--- src/design/btop_pkg.sv ---
// ----------------------------------------------------------------------------
// Binomial tree pricer package
// Shared types and constants for the controller and the datapath.
// ----------------------------------------------------------------------------
package btop_pkg;

  localparam logic [31:0] OneQ31 = 32'h8000_0000;
  localparam logic [31:0] Sat32  = 32'hFFFF_FFFF;

  typedef enum logic [2:0] {
    ST_IDLE,
    ST_TERM,
    ST_INDUCT,
    ST_DRAIN,
    ST_OUT
  } state_e;

  // Commands from the controller to the datapath.
  typedef struct packed {
    logic load;      // capture the item operands
    logic term_init; // start a terminal price at the spot price
    logic term_mul;  // one multiply of the running price
    logic term_use_d;// multiply by d instead of u
    logic term_wr;   // write the payoff of the finished price
    logic rd;        // issue a read of the node store
    logic rd_first;  // this read is the first of a level
    logic ind_step;  // induction data is valid this cycle
  } cmd_t;

  // Status from the datapath to the controller.
  typedef struct packed {
    logic busy;      // induction pipeline holds work
  } stat_t;

endpackage

--- src/design/btop_ctrl.sv ---
// ----------------------------------------------------------------------------
// Binomial tree pricer controller
// Sequences terminal prices, induction levels and the result transfer.
// ----------------------------------------------------------------------------
module btop_ctrl #(
  parameter int MaxSteps = 1024,
  parameter int AddrW    = 11
) (
  input  logic              clk_i,
  input  logic              rst_ni,
  input  logic [10:0]       num_steps_i,
  input  logic              in_fire_i,
  input  logic              out_fire_i,
  input  btop_pkg::stat_t   stat_i,
  output btop_pkg::cmd_t    cmd_o,
  output logic [AddrW-1:0]  term_addr_o,
  output logic [AddrW-1:0]  rd_addr_o,
  output logic              in_ready_o,
  output logic              out_valid_o
);

  btop_pkg::state_e state_q, state_d;
  logic [AddrW-1:0] n_q, n_d;     // clamped step count
  logic [AddrW-1:0] i_q, i_d;     // terminal node / induction read index
  logic [AddrW-1:0] k_q, k_d;     // multiply count within a terminal price
  logic [AddrW-1:0] j_q, j_d;     // current induction level
  logic             pend_q, pend_d; // another induction level follows the drain

  logic [AddrW-1:0] n_clamp;
  assign n_clamp = (32'(num_steps_i) > MaxSteps) ? AddrW'(MaxSteps)
                                                  : AddrW'(num_steps_i);

  always_comb begin
    state_d = state_q;
    n_d = n_q; i_d = i_q; k_d = k_q; j_d = j_q; pend_d = 1'b0;
    cmd_o = '0;
    rd_addr_o = '0;
    term_addr_o = i_q;
    in_ready_o = 1'b0;
    out_valid_o = 1'b0;
    case (state_q)
      btop_pkg::ST_IDLE: begin
        in_ready_o = 1'b1;
        if (in_fire_i) begin
          cmd_o.load = 1'b1;
          cmd_o.term_init = 1'b1;
          n_d = n_clamp; i_d = '0; k_d = '0;
          state_d = btop_pkg::ST_TERM;
        end
      end
      btop_pkg::ST_TERM: begin
        // k counts multiplies done; n multiplies per node, the first n-i by u.
        if (k_q < n_q) begin
          cmd_o.term_mul = 1'b1;
          cmd_o.term_use_d = (k_q >= n_q - i_q);
          k_d = k_q + AddrW'(1);
        end else begin
          cmd_o.term_wr = 1'b1;
          cmd_o.term_init = 1'b1;
          k_d = '0;
          if (i_q == n_q) begin
            if (n_q == '0) begin
              state_d = btop_pkg::ST_DRAIN;
            end else begin
              j_d = n_q; i_d = '0;
              state_d = btop_pkg::ST_INDUCT;
            end
          end else begin
            i_d = i_q + AddrW'(1);
          end
        end
      end
      btop_pkg::ST_INDUCT: begin
        // Read 0..j each level; writes of i land after reads of i+1.
        cmd_o.rd = 1'b1;
        cmd_o.rd_first = (i_q == '0);
        rd_addr_o = i_q;
        if (i_q == j_q) begin
          i_d = '0;
          if (j_q == AddrW'(1)) begin
            state_d = btop_pkg::ST_DRAIN;
          end else begin
            j_d = j_q - AddrW'(1);
            // Let the last write of this level land before reading it again.
            state_d = btop_pkg::ST_DRAIN;
            pend_d = 1'b1;
          end
        end else begin
          i_d = i_q + AddrW'(1);
        end
      end
      btop_pkg::ST_DRAIN: begin
        rd_addr_o = '0;
        if (!stat_i.busy) begin
          state_d = pend_q ? btop_pkg::ST_INDUCT : btop_pkg::ST_OUT;
        end else begin
          pend_d = pend_q;
        end
      end
      btop_pkg::ST_OUT: begin
        rd_addr_o = '0;
        out_valid_o = 1'b1;
        if (out_fire_i) state_d = btop_pkg::ST_IDLE;
      end
      default: state_d = btop_pkg::ST_IDLE;
    endcase
  end

  always_ff @(posedge clk_i or negedge rst_ni) begin
    if (!rst_ni) begin
      state_q <= btop_pkg::ST_IDLE;
      n_q <= '0; i_q <= '0; k_q <= '0; j_q <= '0; pend_q <= 1'b0;
    end else begin
      state_q <= state_d;
      n_q <= n_d; i_q <= i_d; k_q <= k_d; j_q <= j_d; pend_q <= pend_d;
    end
  end

  assert property (@(posedge clk_i) disable iff (!rst_ni)
    out_valid_o |-> !stat_i.busy)
    else $error("result shown while induction pipeline busy");
  assert property (@(posedge clk_i) disable iff (!rst_ni)
    (state_q == btop_pkg::ST_INDUCT) |-> (i_q <= j_q))
    else $error("induction index past level");
  assert property (@(posedge clk_i) disable iff (!rst_ni)
    in_fire_i |=> (state_q == btop_pkg::ST_TERM))
    else $error("accepted item did not start terminal phase");

endmodule

--- config.mk ---
export PLATFORM = sky130hd
export DESIGN_NAME = btop_ctrl
export DESIGN_NICKNAME = d
export VERILOG_FILES = /design/src/design/btop_pkg.sv /design/src/design/btop_ctrl.sv
export SDC_FILE = /design/constraint.sdc
export NUM_CORES = 1
export LEC_CHECK = 0
export ABC_CLOCK_PERIOD_IN_PS = 6800
export BUFFER_PORTS_ARGS = -buffer_cell sky130_fd_sc_hd__buf_2
export CAP_MARGIN = 20
export CORE_MARGIN = 1.5
export CORE_UTILIZATION = 64
export DETAILED_ROUTE_END_ITERATION = 8
export PLACE_DENSITY = 0.85
export SETUP_SLACK_MARGIN = 0.05
export SYNTH_ARGS = -nofsm -noshare
export SYNTH_HDL_FRONTEND = slang
export SYNTH_SLANG_ARGS = --single-unit
--- constraint.sdc ---
create_clock -name clk_i -period 6.8 [get_ports clk_i]
set_input_delay 1.7 -clock clk_i [delete_from_list [all_inputs] [get_ports clk_i]]
set_output_delay 1.7 -clock clk_i [all_outputs]
set_load 0.01 [all_outputs]
Word level (Yosys, flattened, before mapping)
Cells that the tools add are included.
W data, S select, Z words.
Cells by class
  add/sub/neg operators: 4
  magnitude comparators: 3
  eq/ne operators: 16
  multiplexer cells: 38
  reduce and logical (&&, ||, !) cells: 11
Operators by type and width (number)
  $mux W11: 13
  $pmux W11 S2: 2
  $pmux W11 S3: 1
  $mux W3: 8
  $add A11 B1 Y11 const B: 2
  $eq A11 B11 Y1: 2
  $logic_not A11 Y1: 2
  $ne A2 B2 Y1 const B: 8
  $pmux W3 S5: 1
  $reduce_and A6 Y1: 2
  $eq A11 B1 Y1 const B: 1
  $ge A11 B11 Y1: 1
  $gt A11 B11 Y1 const B: 1
  $lt A11 B11 Y1: 1
  $sub A11 B1 Y11 const B: 1
  $sub A11 B11 Y11: 1
  $mux W1: 8
  $eq A3 B2 Y1 const B: 2
  $mux W2: 3
  $pmux W1 S2: 2
  $reduce_and A2 Y1: 2
  $reduce_and A4 Y1: 1
  $reduce_bool A2 Y1: 2
  $eq A3 B1 Y1 const B: 1
  4 further kinds: 4
Storage, ports and cells
  bits in registers: 48
  bits of input ports: 16
  output and inout port bits: 32
  word-level logic and storage cells: 78

Depth between registers and ports, before layout
Gate-level depths: netlist of run 1.
  word-level depth: 5
  depth in mapped cells: 16
  mapped depth without buffers: 16

Worst setup path before layout of run 1
OpenSTA, ideal clock, no wires.
  path type: register to output
  start: register i_q[0], in the netlist term_addr_o[0]
  end: output cmd_o[4] (netlist name)
  arrival time: 3279 ps
  data required time: 5100 ps
  path slack: 1821 ps
  stages on the path, launching flop included: 15
  buffers on the path: 0
  cell sequence: dfrtp_1 > ha_1 > inv_1 > fa_1 > a21o_1 > a21oi_1 > o21ai_0 > or4_1 > nand2_1 > xor2_1 > ha_1 > or4_1 > nor3b_1 > o21ai_0 > and3_1
RTL lines
  start, declared: line btop_ctrl.sv:24  | logic [AddrW-1:0] i_q, i_d;
  start signal, assigned: line btop_ctrl.sv:115  | n_q <= n_d; i_q <= i_d; k_q <= k_d; j_q <= j_d; pend_q <= pend_d;
  end, declared: line btop_ctrl.sv:15  | output btop_pkg::cmd_t cmd_o,

==> summary by stage, run 1 <==
Outcome
The run finished with clean final reports.

Clock network
The number of buffers inserted to repair setup after CTS is 0. In this run the number of H-tree levels came out at 2. The root buffer cell chosen for the clock tree is clkbuf_8. The clock tree from TritonCTS is done.

After clock tree synthesis, the clock-pin slew on the worst setup and hold paths is around 0.10 ns. Once the clock tree was built, the resizer swapped 0 gates to a different size. The count of clock tree sinks is 48. The clock insertion delay at the later pin of the skew report is between 0.3 and 0.4 ns.

The deepest clock path buffer count is 2. Buffers inserted during clock tree synthesis total 5. After clock tree synthesis, the flow added hold-fix buffers numbering 0.

Logic synthesis
In the post-synthesis netlist, the biggest area contributors are dfrtp_1 31%, ha_1 12%, o21ai_0 5.2%. The biggest area contributor in the post-synthesis netlist is dfrtp_1. The cell with the most instances after synthesis is dfrtp_1.

The number of distinct library cells after synthesis is 69. Counting every net in the synthesized netlist gives between 500 and 600. The count of state elements after synthesis is 48. The number of flops mapped to enable cells by yosys is 0.

The synthesized design devotes to its leading area cell type 30.7% of total area. Counting flops with an async set or reset pin after synthesis yields a share of 100%. After technology mapping, the gate count stands at around 460. The register area share after synthesis is a little over 30%. The post-synth design cell area is 3910 sq um.

The per-instance average area after synthesis is 8.43 sq um. The prevailing post-synth register cell is dfrtp_1. By count the netlist is led by 48 x dfrtp_1, 41 x o21ai_0, 36 x ha_1, 36 x inv_1, 29 x nand2_1. Yosys printed 0 warnings.

Timing
Based on the critical path, the design can be clocked at up to roughly 0.18 GHz. The number of pins exceeding their max-slew limit in the final report is 0. The setup skew after layout is around 0.015 ns. Setup violations remaining at the end of the flow were counted as 0. The shortest clock period the worst path allows after layout is ~5.7 ns.

The worst path uses a little over four fifths of the clock period. The sum of negative setup slack is 0 ns. Setup repair after global routing left no endpoint under its margin. The transition time of the tightest slew-check pin is between 0.8 and 0.9 ns.

The relative slew slack is between 40% and 50%. The count of final hold-check violations is 0.

Power
The power per cell area is between 500 and 600 nW/um^2. Across the VDD grid, the largest voltage drop is roughly 0.28 mV. The leakage power figure is approximately 2.0 nW.

Floorplan
The die span in y is 81.2 um. The area of the core is around 5900 sq um. The die is between 80 and 90 um wide. The number of top-level design ports is 48. Row generation in the floorplan step produced 28 rows. The total die area is 6590 sq um. For this configuration, the core starts out at a cell density of between 60% and 70%.

GRT
The maximum number of pins on one net before global-route repair is just under 50. The total congestion overflow is 0. The global-route usage over all layers is between 30% and 40%. The number of global-route vias before repair came to 3572. The first global-routing pass estimated around 17 mm of wire. The initial antenna violation count came to 0.

Setup path
The startpoint kind of the worst setup timing path is a flop. Data on the critical path is required at its endpoint by ~5.1 ns. In this design, the largest share of critical-path delay is due to simple AND/OR/NAND/NOR gates. By startpoint and endpoint, the worst setup path is classified as flop to output pin. The arrival time of data at the critical path endpoint is approximately 4 ns. In this run the worst path has a maximum fanout of 8. In this design, the stage delay of the slowest critical-path cell is between 0.5 and 0.6 ns. The critical path goes through ha_1 -> inv_1 -> fa_1 -> a21o_1 -> a21oi_1 -> o21ai_0 -> or4_1 -> nand2_1 -> xor2_1 -> ha_1 -> or4_1 -> nor3b_1 -> a21oi_1 -> and3_1 -> buf_2. The sort of element at the end of the critical path is an output pin. The number of buffers and inverters on the critical path is 2. The cell at the slowest stage of the critical path is or4_1.

Worst hold path
The tightest min-delay check is of the flop to flop type.

Routing
Wires add up to a little over 10 mm. The number of vias in the routed layout is approximately 3800. The via count normalized by instance count is between 6 and 7. The routed length per placed instance is between 15 and 20 um. After detailed routing, the number of remaining DRC violations is 0. The first-pass iteration count of the detailed router is 7.

The number of design-rule violations left by the first detailed-router iteration is 312. The detail route stage leaves a number of antenna-violating nets equal to 0.

Placement
The count of buffers inserted at the top-level ports is 46. The number of placed instances, taps included is about 570. The global placer's final weighted congestion is 0.939.

The wire-length estimate of the detail-placed layout is 7.71 mm.

Layout
The count of cells in the finished layout, fillers not included, comes to roughly 580. The ratio of cells with drive above 1 in the final layout is around 14%. The final layout contains approximately 550 nets. 0 antenna diodes ended up in the layout.

The area added between synthesis and finish is 9.05%.

Flow run
The number of max-cap violations is 0.
power by group:
part	internal [mW]	switching, mW
logic	0.568	0.834
registers	0.382	0.176
clock network	0.0825	0.104
per-layer routing:
| metal | part of all wire [%] | GRT usage, % | routed length (um) | vias to the layer above |
|---|---|---|---|---|
| met5 | 0 | 0 | 0 | - |
| met1 | 41 | 40.5 | 4230 | 1743 |
| met4 | 3.8 | 14.3 | 394 | 0 |
| met2 | 47 | 57.0 | 4900 | 191 |
| li1 | - | - | - | 1779 |
| met3 | 8.4 | 7.08 | 869 | 44 |
kinds of logic after synthesis:
family                   Yosys count  share of synthesized area, %
other                              1                        0.0958
AO/OA/AOI/OAI                    132                          22.2
flip-flops                        48                          30.7
AND/OR/NAND/NOR                  168                          24.3
multiplexers                       2                         0.544
XOR/XNOR                          18                          4.03
buffers and inverters             58                          6.08
adder cells (fa/ha/maj)           37                          12.0
sequential cells by signal (all words and copies together), names as in the netlist:
register and flops:
j_q 11, k_q 11, n_q 11, pend_q 1, state_q 3, term_addr_o 11
per-stage QoR:
step                      hold WS [ns]  power (mW)  worst slack (ns)  instance area [sq um]  utilization, %
after global routing             0.603        2.33             0.902                   4270            72.1
after global placement           0.537        1.86              1.66                   4150            70.1
after floorplan                  0.510        1.58              1.82                   3910               -
final                            0.569        2.15              1.10                   4270            72.1
after detailed placement         0.543        1.92              1.48                   4150            70.1
after CTS                        0.563        2.11              1.15                   4250            71.7
worst paths after layout:
path / from / endpoint / slack, ns / cells after the start
max in group asynchronous: rst_ni / k_q[10]$_DFFE_PN0P_ / 5.09 / 2
worst max-delay path: term_addr_o[0]$_DFFE_PN0P_ / cmd_o[4] / 1.10 / 15
worst min-delay path: k_q[0]$_DFFE_PN0P_ / k_q[0]$_DFFE_PN0P_ / 0.57 / 1
worst max register to register: n_q[4]$_DFFE_PN0P_ / j_q[1]$_DFFE_PN0P_ / 3.57 / 10
worst min register to register: k_q[0]$_DFFE_PN0P_ / k_q[0]$_DFFE_PN0P_ / 0.57 / 1
min in group asynchronous: rst_ni / term_addr_o[8]$_DFFE_PN0P_ / 1.23 / 1
final cells by class:
cell class / instances / area (sq um)
repair buffers: 48 / 258
well taps: 75 / 93.8
inverters: 38 / 143
flip-flops and latches: 48 / 1200
clock inverters: 2 / 15.0
multi-input cells: 358 / 2470
fillers: 456 / 1650
clock buffers: 6 / 82.6
cells in the final DEF, fill, tap and decap left out, types with 5 or more instances in the layout:
master / count
a211oi_1: 7
buf_2: 46
nand2_1: 29
a31oi_1: 7
nor4_1: 6
a21oi_1: 19
nor2_1: 27
o22ai_1: 7
nor2b_1: 6
a22o_1: 5
nand4_1: 10
o21ai_0: 41
nor3b_1: 9
nand3_1: 22
clkbuf_8: 6
and3_1: 11
nor3_1: 8
a21o_1: 13
o211ai_1: 5
nand2b_1: 10
o31ai_1: 6
ha_1: 36
nand3b_1: 6
dfrtp_1: 48
xnor2_1: 14
inv_1: 36
Power figures use the tool's default switching activity.
==> inputs of run 2 (changes only) <==
--- a/config.mk
+++ b/config.mk
@@ -5,13 +5,13 @@
 export SDC_FILE = /design/constraint.sdc
 export NUM_CORES = 1
 export LEC_CHECK = 0
-export ABC_CLOCK_PERIOD_IN_PS = 6800
+export ABC_CLOCK_PERIOD_IN_PS = 4700
 export BUFFER_PORTS_ARGS = -buffer_cell sky130_fd_sc_hd__buf_2
 export CAP_MARGIN = 20
 export CORE_MARGIN = 1.5
-export CORE_UTILIZATION = 64
+export CORE_UTILIZATION = 54
 export DETAILED_ROUTE_END_ITERATION = 8
-export PLACE_DENSITY = 0.85
+export PLACE_DENSITY = 0.76
 export SETUP_SLACK_MARGIN = 0.05
 export SYNTH_ARGS = -nofsm -noshare
 export SYNTH_HDL_FRONTEND = slang
==> constraint.sdc (replaced) <==
create_clock -name clk_i -period 4.7 [get_ports clk_i]
set_input_delay 1.175 -clock clk_i [delete_from_list [all_inputs] [get_ports clk_i]]
set_output_delay 1.175 -clock clk_i [all_outputs]
set_load 0.01 [all_outputs]
==> run 2 against run 1 <==
- critical path depth rose by 1
- clock skew fell by 0.0022 ns
- total power rose by 50%
- register-to-register slack got worse by 2.1 ns
- combinational power rose by 56%
- largest cell class unchanged
- sequential cell count did not move
- final area rose by 3.3%
- wire length rose by 3.7%
- via count rose by 1.1%
- highest routed layer unchanged
- the flow now finishes with violations (setup timing)
- worst setup slack got worse by 1.2 ns
- hold slack improved by 0.0063 ns
- critical endpoint unchanged
==> summary by stage, run 2 (synthesis results as in run 1) <==
Floorplan
The number of top-level design ports is 48 (unchanged). The area of the core is 6910 sq um (was 5920 sq um). The cell row count is 30 (was 28). The die extent in x is 88.1 um (was 81.2 um).

The total die area came to 7770 sq um (was 6590 sq um). The initial standard-cell utilization of the core is 56.6% (was 66.1%). The die span in y was 88.1 um (was 81.2 um).

Timing
The number of pins exceeding their max-slew limit in the final report is 0 (unchanged). The setup skew after layout was 0.0124 ns (was 0.0146 ns). The count of final hold-check violations was 0 (unchanged).

The transition time of the tightest slew-check pin came to 0.820 ns (was 0.827 ns). The post-route clock period utilization is 101%. The setup-violating endpoint count in the final report is 1 (was 0). The relative slew slack is 45.2% (was 44.8%). Setup repair after global routing missed its margin: true (was false). The worst path setup slack after routing is -0.0665 ns (was 1.10 ns). The shortest clock period the worst path allows after layout is 4.77 ns. The achievable clock frequency is between 0.2 and 0.25 GHz.

GRT
The total congestion overflow was 0 (unchanged). The first-pass GRT wire length is 17.4 mm (was 17.0 mm). The number of global-route vias before repair was 3541 (was 3572). The initial antenna violation count is 0 (unchanged). The global-route usage over all layers came to 29.1% (was 33.4%). The maximum number of pins on one net before global-route repair came to 49 (unchanged).

Clock network
The count of hold-fix buffers inserted at cts was 0 (unchanged). The cell at the root of the clock tree is clkbuf_8 (unchanged). The clock insertion delay at the later pin of the skew report came to 0.30 ns (was 0.31 ns). The number of clock buffers inserted by TritonCTS came to 5 (unchanged).

The deepest clock path buffer count is 2 (unchanged). The clock tree from TritonCTS was done (unchanged). The CTS clock-pin slew for the worst setup and hold paths was 0.09 ns (was 0.10 ns). The CTS H-tree depth is 2 (unchanged). The count of clock tree sinks is 48 (unchanged).

Setup path
The capture point of the worst path is cmd_o[4] (unchanged). The depth of the most critical reg-to-reg path is 7 (was 10). The path type of the worst setup path is flop to output pin (unchanged). The delay of the slowest cell on the worst path is 0.53 ns (about the same). The worst reg2reg path startpoint was state_q[0]$_DFFE_PN0P_ (was n_q[4]$_DFFE_PN0P_).

The sort of element at the end of the critical path is an output pin (unchanged). The critical register-to-register path endpoint is term_addr_o[0]$_DFFE_PN0P_ (was j_q[1]$_DFFE_PN0P_). The worst setup slack for register-to-register paths is 1.45 ns (was 3.57 ns). The startpoint kind of the worst setup timing path is a flop (unchanged). Cells along the critical path: inv_2 -> ha_4 -> inv_2 -> fa_2 -> a21o_1 -> a21oi_2 -> o21ai_2 -> or4_4 -> nand2_2 -> xor2_1 -> ha_2 -> or4_4 -> nor3b_2 -> o21ai_1 -> and3_1 -> buf_2 (was ha_1 -> inv_1 -> fa_1 -> a21o_1 -> a21oi_1 -> o21ai_0 -> or4_1 -> nand2_1 -> xor2_1 -> ha_1 -> or4_1 -> nor3b_1 -> a21oi_1 -> and3_1 -> buf_2). The cell at the slowest stage of the critical path is or4_4 (was or4_1). The critical path launch point is n_q[0]$_DFFE_PN0P_ (was term_addr_o[0]$_DFFE_PN0P_). The arrival time of data at the critical path endpoint came to 3.59 ns (was 4.00 ns).

The worst path required time is 3.52 ns (was 5.10 ns). The largest fanout of any net on the critical path is 2 (was 8).

Power
The power spent charging and discharging nets came to 1.64 mW (was 1.11 mW). The total power after layout was 3.22 mW (was 2.15 mW). The worst supply voltage drop on vdd was 0.283 mV (was 0.279 mV). The internal power contribution is 1.58 mW (was 1.03 mW).

The leakage power figure is 2.09 nW (was 2.04 nW). The combinational fraction of design power is 68.2% (was 65.3%). The switching power as a share of total power is 50.8% (was 51.9%). The power share of the clock group is 7.4% (was 8.7%). The sequential share of power came to 24.5% (was 26.0%). The power per cell area is 730 nW/um^2 (was 503 nW/um^2).

Routing
The total wire length after detailed routing is 10.8 mm (was 10.4 mm). The routed length per placed instance is 17.8 um (was 18.1 um). The DRC violations left is 0 (unchanged). The number of vias in the routed layout is 3797 (was 3757). The first-pass iteration count of the detailed router was 5 (was 7). The number of design-rule violations left by the first detailed-router iteration is 312 (unchanged). The via count normalized by instance count is 6.27 (was 6.53). The antenna violation net count after detailed routing is 0 (unchanged).

Placement
The global placer's final weighted congestion came to 0.938 (was 0.939). The HPWL reported at the end of detailed placement is 8.07 mm (was 7.71 mm). The number of placed instances, taps included is 594 (was 566). The count of buffers inserted at the top-level ports came to 46 (unchanged).

The placed standard-cell area is 4230 sq um (was 4150 sq um).

Worst hold path
The classification of the worst-slack hold path is flop to flop (unchanged).

Layout
The post-layout instance area was 4410 sq um (was 4270 sq um). The number of filler cells placed in the layout is 612 (was 456). The leading cell type in the layout, fill and taps excluded is dfrtp_1 (unchanged).

The area used by sequential logic in the layout came to 1200 sq um (unchanged). The area added between synthesis and finish was 12.6% (was 9.05%). The final cell utilization of the core is 63.8% (was 72.1%). The final net count is 563 (was 552).

The ratio of cells with drive above 1 in the final layout is 18.4% (was 14.4%). The number of cells in the finished layout apart from fillers is 606 (was 575). The area of combinational cells with multiple inputs came to 2520 sq um (was 2470 sq um). The number of antenna repair diodes is 0 (unchanged). Commonest non-fill, non-tap cells in the layout: 48 x dfrtp_1, 46 x buf_2, 38 x o21ai_0 (was 48 x dfrtp_1, 46 x buf_2, 41 x o21ai_0).

Outcome
Status: complete, but fails checks (was finished, final reports clean). The final reports fail on setup timing.

Flow run
The number of max-cap violations is 0 (unchanged).
==> run 2: metrics by stage <==
stage	setup TNS (ns)	hold slack, ns	setup WS [ns]
finish	-0.0665	0.575	-0.0665
global route	-0.228	0.610	-0.228
CTS	-0.135	0.573	-0.135
detailed placement	-0.0813	0.551	-0.0813
global placement	0	0.546	0.113
floorplan	0	0.510	0.246
==> run 2: power groups by stage <==
stage               combinational [mW]  clock, mW  sequential (mW)
floorplan                         1.59          0            0.698
global placement                  1.98          0            0.778
detailed placement                2.02          0            0.784
CTS                               2.08      0.245            0.776
global route                      2.45      0.260            0.805
finish                            2.19      0.237            0.787
==> run 2: layout make-up <==
cell class,count,share of cell area (%)
multi-input cells,358,57.3
well taps,96,2.73
clock buffers,6,1.65
flip-flops and latches,48,27.3
repair buffers,59,7.72
clock inverters,1,0.114
inverters,38,3.24
==> run 2: what timing repair did <==
action,in CTS,in global routing
setup endpoints to repair,1,1
cloned,0,0
setup buffers,2,2
gates resized for setup,7,11
pin swaps,2,2
==> run 2: how the worst min path moves through the flow <==
| stage | startpoint | endpoint | depth (start not counted) |
|---|---|---|---|
| after global placement | j_q[10]$_DFFE_PN0P_ | j_q[10]$_DFFE_PN0P_ | 2 |
| after detailed placement | j_q[10]$_DFFE_PN0P_ | j_q[10]$_DFFE_PN0P_ | 2 |
| after CTS | j_q[10]$_DFFE_PN0P_ | j_q[10]$_DFFE_PN0P_ | 2 |
| after global routing | pend_q$_DFFE_PN0N_ | pend_q$_DFFE_PN0N_ | 2 |
| after floorplan | j_q[10]$_DFFE_PN0P_ | j_q[10]$_DFFE_PN0P_ | 2 |
| final | j_q[10]$_DFFE_PN0P_ | j_q[10]$_DFFE_PN0P_ | 2 |
==> run 2: routing by layer <==
metal	up-vias	global-route usage, %	routed length [um]
li1	1803	-	-
met1	1809	38.3	4560
met2	168	49.6	5270
met3	17	4.05	742
met4	0	9.23	196
met5	-	0	0
==> run 2: critical path: cells and delay by family (launching register included) <==
family                     cells  cell delay, ns
AOI/OAI and AO/OA              4            0.52
and+or+nand+nor                5            1.41
buffers and inverters          3            0.24
adders and majority gates      3            0.65
xor gates and xnor gates       1            0.07
DFF                            1            0.40
==> inputs of run 3 (changes only) <==
--- a/config.mk
+++ b/config.mk
@@ -5,13 +5,13 @@
 export SDC_FILE = /design/constraint.sdc
 export NUM_CORES = 1
 export LEC_CHECK = 0
-export ABC_CLOCK_PERIOD_IN_PS = 4700
+export ABC_CLOCK_PERIOD_IN_PS = 5650
 export BUFFER_PORTS_ARGS = -buffer_cell sky130_fd_sc_hd__buf_2
-export CAP_MARGIN = 20
+export CAP_MARGIN = 40
 export CORE_MARGIN = 1.5
-export CORE_UTILIZATION = 54
+export CORE_UTILIZATION = 64
 export DETAILED_ROUTE_END_ITERATION = 8
-export PLACE_DENSITY = 0.76
+export PLACE_DENSITY = 0.85
 export SETUP_SLACK_MARGIN = 0.05
 export SYNTH_ARGS = -nofsm -noshare
 export SYNTH_HDL_FRONTEND = slang
==> constraint.sdc (replaced) <==
create_clock -name clk_i -period 5.65 [get_ports clk_i]
set_input_delay 1.4125 -clock clk_i [delete_from_list [all_inputs] [get_ports clk_i]]
set_output_delay 1.4125 -clock clk_i [all_outputs]
set_load 0.01 [all_outputs]
==> run 3 against run 2 <==
- the flow now finishes without violations
- via count decreased by 0.29%
- clock skew about the same
- sequential cell count unchanged
- largest power group unchanged
==> summary by stage, run 3 (synthesis results as in run 1) <==
Clock network
The cell at the root of the clock tree is clkbuf_8 (unchanged). The deepest clock path buffer count came to 2 (unchanged). The number of clock buffers inserted by TritonCTS came to 5 (unchanged).

The CTS H-tree depth came to 2 (unchanged). The post-cts repair resize count is 0 (was 7). The count of hold-fix buffers inserted at cts is 0 (unchanged).

The number of buffers inserted to repair setup after CTS is 0 (was 2). The clock insertion delay at the later pin of the skew report came to 0.31 ns (was 0.30 ns). The CTS clock-pin slew for the worst setup and hold paths is 0.10 ns (was 0.09 ns). The count of clock tree sinks is 48 (unchanged). The clock tree from TritonCTS was done (unchanged).

Routing
The antenna violation net count after detailed routing is 0 (unchanged). The routed length per placed instance is 18.6 um (was 17.8 um). The number of design-rule violations left by the first detailed-router iteration is 277 (was 312). The via count normalized by instance count is 6.57 (was 6.27). The number of vias in the routed layout was 3786 (was 3797). The DRC violations left is 0 (unchanged). The total wire length after detailed routing is 10.7 mm (was 10.8 mm). The first-pass iteration count of the detailed router is 5 (unchanged).

Layout
The ratio of cells with drive above 1 in the final layout came to 15.0% (was 18.4%). Commonest non-fill, non-tap cells in the layout: 47 x dfrtp_1, 46 x buf_2, 41 x o21ai_0 (was 48 x dfrtp_1, 46 x buf_2, 38 x o21ai_0). The number of cells in the finished layout apart from fillers is 576 (was 606). The number of filler cells placed in the layout is 443 (was 612).

The number of antenna repair diodes is 0 (unchanged). The final net count came to 553 (was 563). The area of combinational cells with multiple inputs is 2480 sq um (was 2520 sq um). The leading cell type in the layout, fill and taps excluded is dfrtp_1 (unchanged). The area added between synthesis and finish is 9.37% (was 12.6%). The area used by sequential logic in the layout is 1200 sq um (about the same).

Floorplan
The cell row count is 28 (was 30). The total die area is 6590 sq um (was 7770 sq um). The area of the core is 5920 sq um (was 6910 sq um). The initial standard-cell utilization of the core is 66.1% (was 56.6%). The die span in y is 81.2 um (was 88.1 um).

The die extent in x is 81.2 um (was 88.1 um). The number of top-level design ports is 48 (unchanged).

Power
The combinational fraction of design power was 65.4% (was 68.2%). The worst supply voltage drop on vdd is 0.346 mV (was 0.283 mV). The sequential share of power is 26.0% (was 24.5%). The switching power as a share of total power is 52.0% (was 50.8%). The leakage power figure is 2.05 nW (was 2.09 nW). The internal power contribution is 1.25 mW (was 1.58 mW). The total power after layout was 2.60 mW (was 3.22 mW).

The power share of the clock group came to 8.6% (was 7.4%). The power spent charging and discharging nets was 1.35 mW (was 1.64 mW). The power per cell area is 608 nW/um^2 (was 730 nW/um^2).

Setup path
The worst path required time is 4.24 ns (was 3.52 ns). The path type of the worst setup path is flop to output pin (unchanged). The cell at the slowest stage of the critical path was or4_1 (was or4_4). The kind of cell with the highest combined delay on the critical path is simple AND/OR/NAND/NOR gates (unchanged). The delay of the slowest cell on the worst path is 0.56 ns (was 0.53 ns).

The total buffers and inverters traversed by the critical path is 3 (unchanged). Cells along the critical path: inv_1 -> ha_1 -> inv_1 -> fa_1 -> a21o_1 -> a21oi_1 -> o21ai_0 -> or4_1 -> nand2_1 -> xor2_1 -> ha_1 -> or4_1 -> nor3b_2 -> o21ai_0 -> and3_1 -> buf_2 (was inv_2 -> ha_4 -> inv_2 -> fa_2 -> a21o_1 -> a21oi_2 -> o21ai_2 -> or4_4 -> nand2_2 -> xor2_1 -> ha_2 -> or4_4 -> nor3b_2 -> o21ai_1 -> and3_1 -> buf_2). The arrival time of data at the critical path endpoint is 3.90 ns (was 3.59 ns). The sort of element at the end of the critical path was an output pin (unchanged).

The startpoint kind of the worst setup timing path is a flop (unchanged). The depth of the most critical reg-to-reg path came to 7 (unchanged). The number of gates on the worst path with buffers counted was 16 (unchanged). The largest fanout of any net on the critical path is 3 (was 2).

Flow run
The number of max-cap violations is 0 (unchanged).

GRT
The maximum number of pins on one net before global-route repair came to 33 (was 49). The global-route usage over all layers is 33.6% (was 29.1%). The initial antenna violation count was 0 (unchanged). The number of global-route vias before repair is 3493 (was 3541).

The total congestion overflow was 0 (unchanged). The met1 routing resource usage after global routing is 43.2% (was 38.3%). The met3 usage is 4.72% (was 4.05%).

The met2 track demand over resource in global routing is 57.2% (was 49.6%). The global-route layer with the greatest usage was met2 (unchanged). The first-pass GRT wire length is 16.8 mm (was 17.4 mm).

Timing
The setup-violating endpoint count in the final report is 0 (was 1). Static timing analysis puts the maximum clock frequency at 0.188 GHz. The shortest clock period the worst path allows after layout is about 5.3 ns. Setup repair after global routing missed its margin: false (was true).

The tightest hold margin came to 0.567 ns (was 0.575 ns). The worst path setup slack after routing is 0.341 ns (was -0.0665 ns). The relative slew slack is 47.9% (was 45.2%). The post-route clock period utilization is a little over nine tenths. The setup skew after layout is 0.0120 ns (was 0.0124 ns).

The count of final hold-check violations came to 0 (unchanged). The number of pins exceeding their max-slew limit in the final report is 0 (unchanged). The transition time of the tightest slew-check pin was 0.780 ns (was 0.820 ns). The sum of negative setup slack is 0 ns (was -0.0665 ns).

Placement
The count of buffers inserted at the top-level ports came to 46 (unchanged). The HPWL reported at the end of detailed placement was 7.95 mm (was 8.07 mm). The number of placed instances, taps included is 568 (was 594).

The global placer's final weighted congestion was 0.938 (about the same). The pre-CTS setup slack is 0.650 ns (was -0.0813 ns).

Outcome
Status: finished, final reports clean (was complete, but fails checks).

Worst hold path
The depth of the worst hold-timing path came to 2 (unchanged). The classification of the worst-slack hold path is flop to flop (unchanged).
==> run 3: layout make-up <==
type / count / area share [%]
clock buffers: 6 / 1.93
clock inverters: 2 / 0.322
inverters: 38 / 3.33
multi-input cells: 358 / 57.9
flip-flops and latches: 48 / 28.1
well taps: 75 / 2.19
repair buffers: 49 / 6.20
==> run 3: routing by layer <==
layer / vias to the layer above / part of all wire [%] / routed length (um)
met2: 197 / 48 / 5150
li1: 1779 / - / -
met5: - / 0 / 0
met3: 34 / 9.1 / 972
met4: 0 / 3.0 / 318
met1: 1776 / 40 / 4300
==> run 3: power groups by stage <==
stage,sequential [mW],clock [mW],combinational [mW]
2_1_floorplan,0.580,0,1.33
3_3_place_gp,0.660,0,1.59
3_5_place_dp,0.669,0,1.65
4_1_cts,0.662,0.225,1.67
5_1_grt,0.686,0.242,1.89
6_report,0.676,0.224,1.70
==> run 3: final timing paths <==
check                                  startpoint                          to  slack, ns
max in group asynchronous                  rst_ni          k_q[2]$_DFFE_PN0P_       4.06
hold reg to reg               j_q[10]$_DFFE_PN0P_         j_q[10]$_DFFE_PN0P_       0.57
min in group asynchronous                  rst_ni  term_addr_o[4]$_DFFE_PN0P_       1.05
hold / removal                j_q[10]$_DFFE_PN0P_         j_q[10]$_DFFE_PN0P_       0.57
setup reg to reg           state_q[0]$_DFFE_PN0P_  term_addr_o[0]$_DFFE_PN0P_       2.50
setup / recovery               n_q[0]$_DFFE_PN0P_                    cmd_o[4]       0.34
==> run 3: worst register-to-register path, cell delays in order (launching register included) <==
cell     delay [ns]
dfrtp_1        0.49
nor2_2         0.21
nand2_1        0.49
inv_2          0.52
o21ai_0        0.36
nand2_1        0.45
nand3_1        0.32
o21ai_0        0.22
==> run 3: through the flow <==
step	cell area, sq um	utilization (%)
floorplan	3910	-
global placement	4160	70.2
detailed placement	4180	70.5
CTS	4270	72.2
global route	4280	72.3
finish	4280	72.3
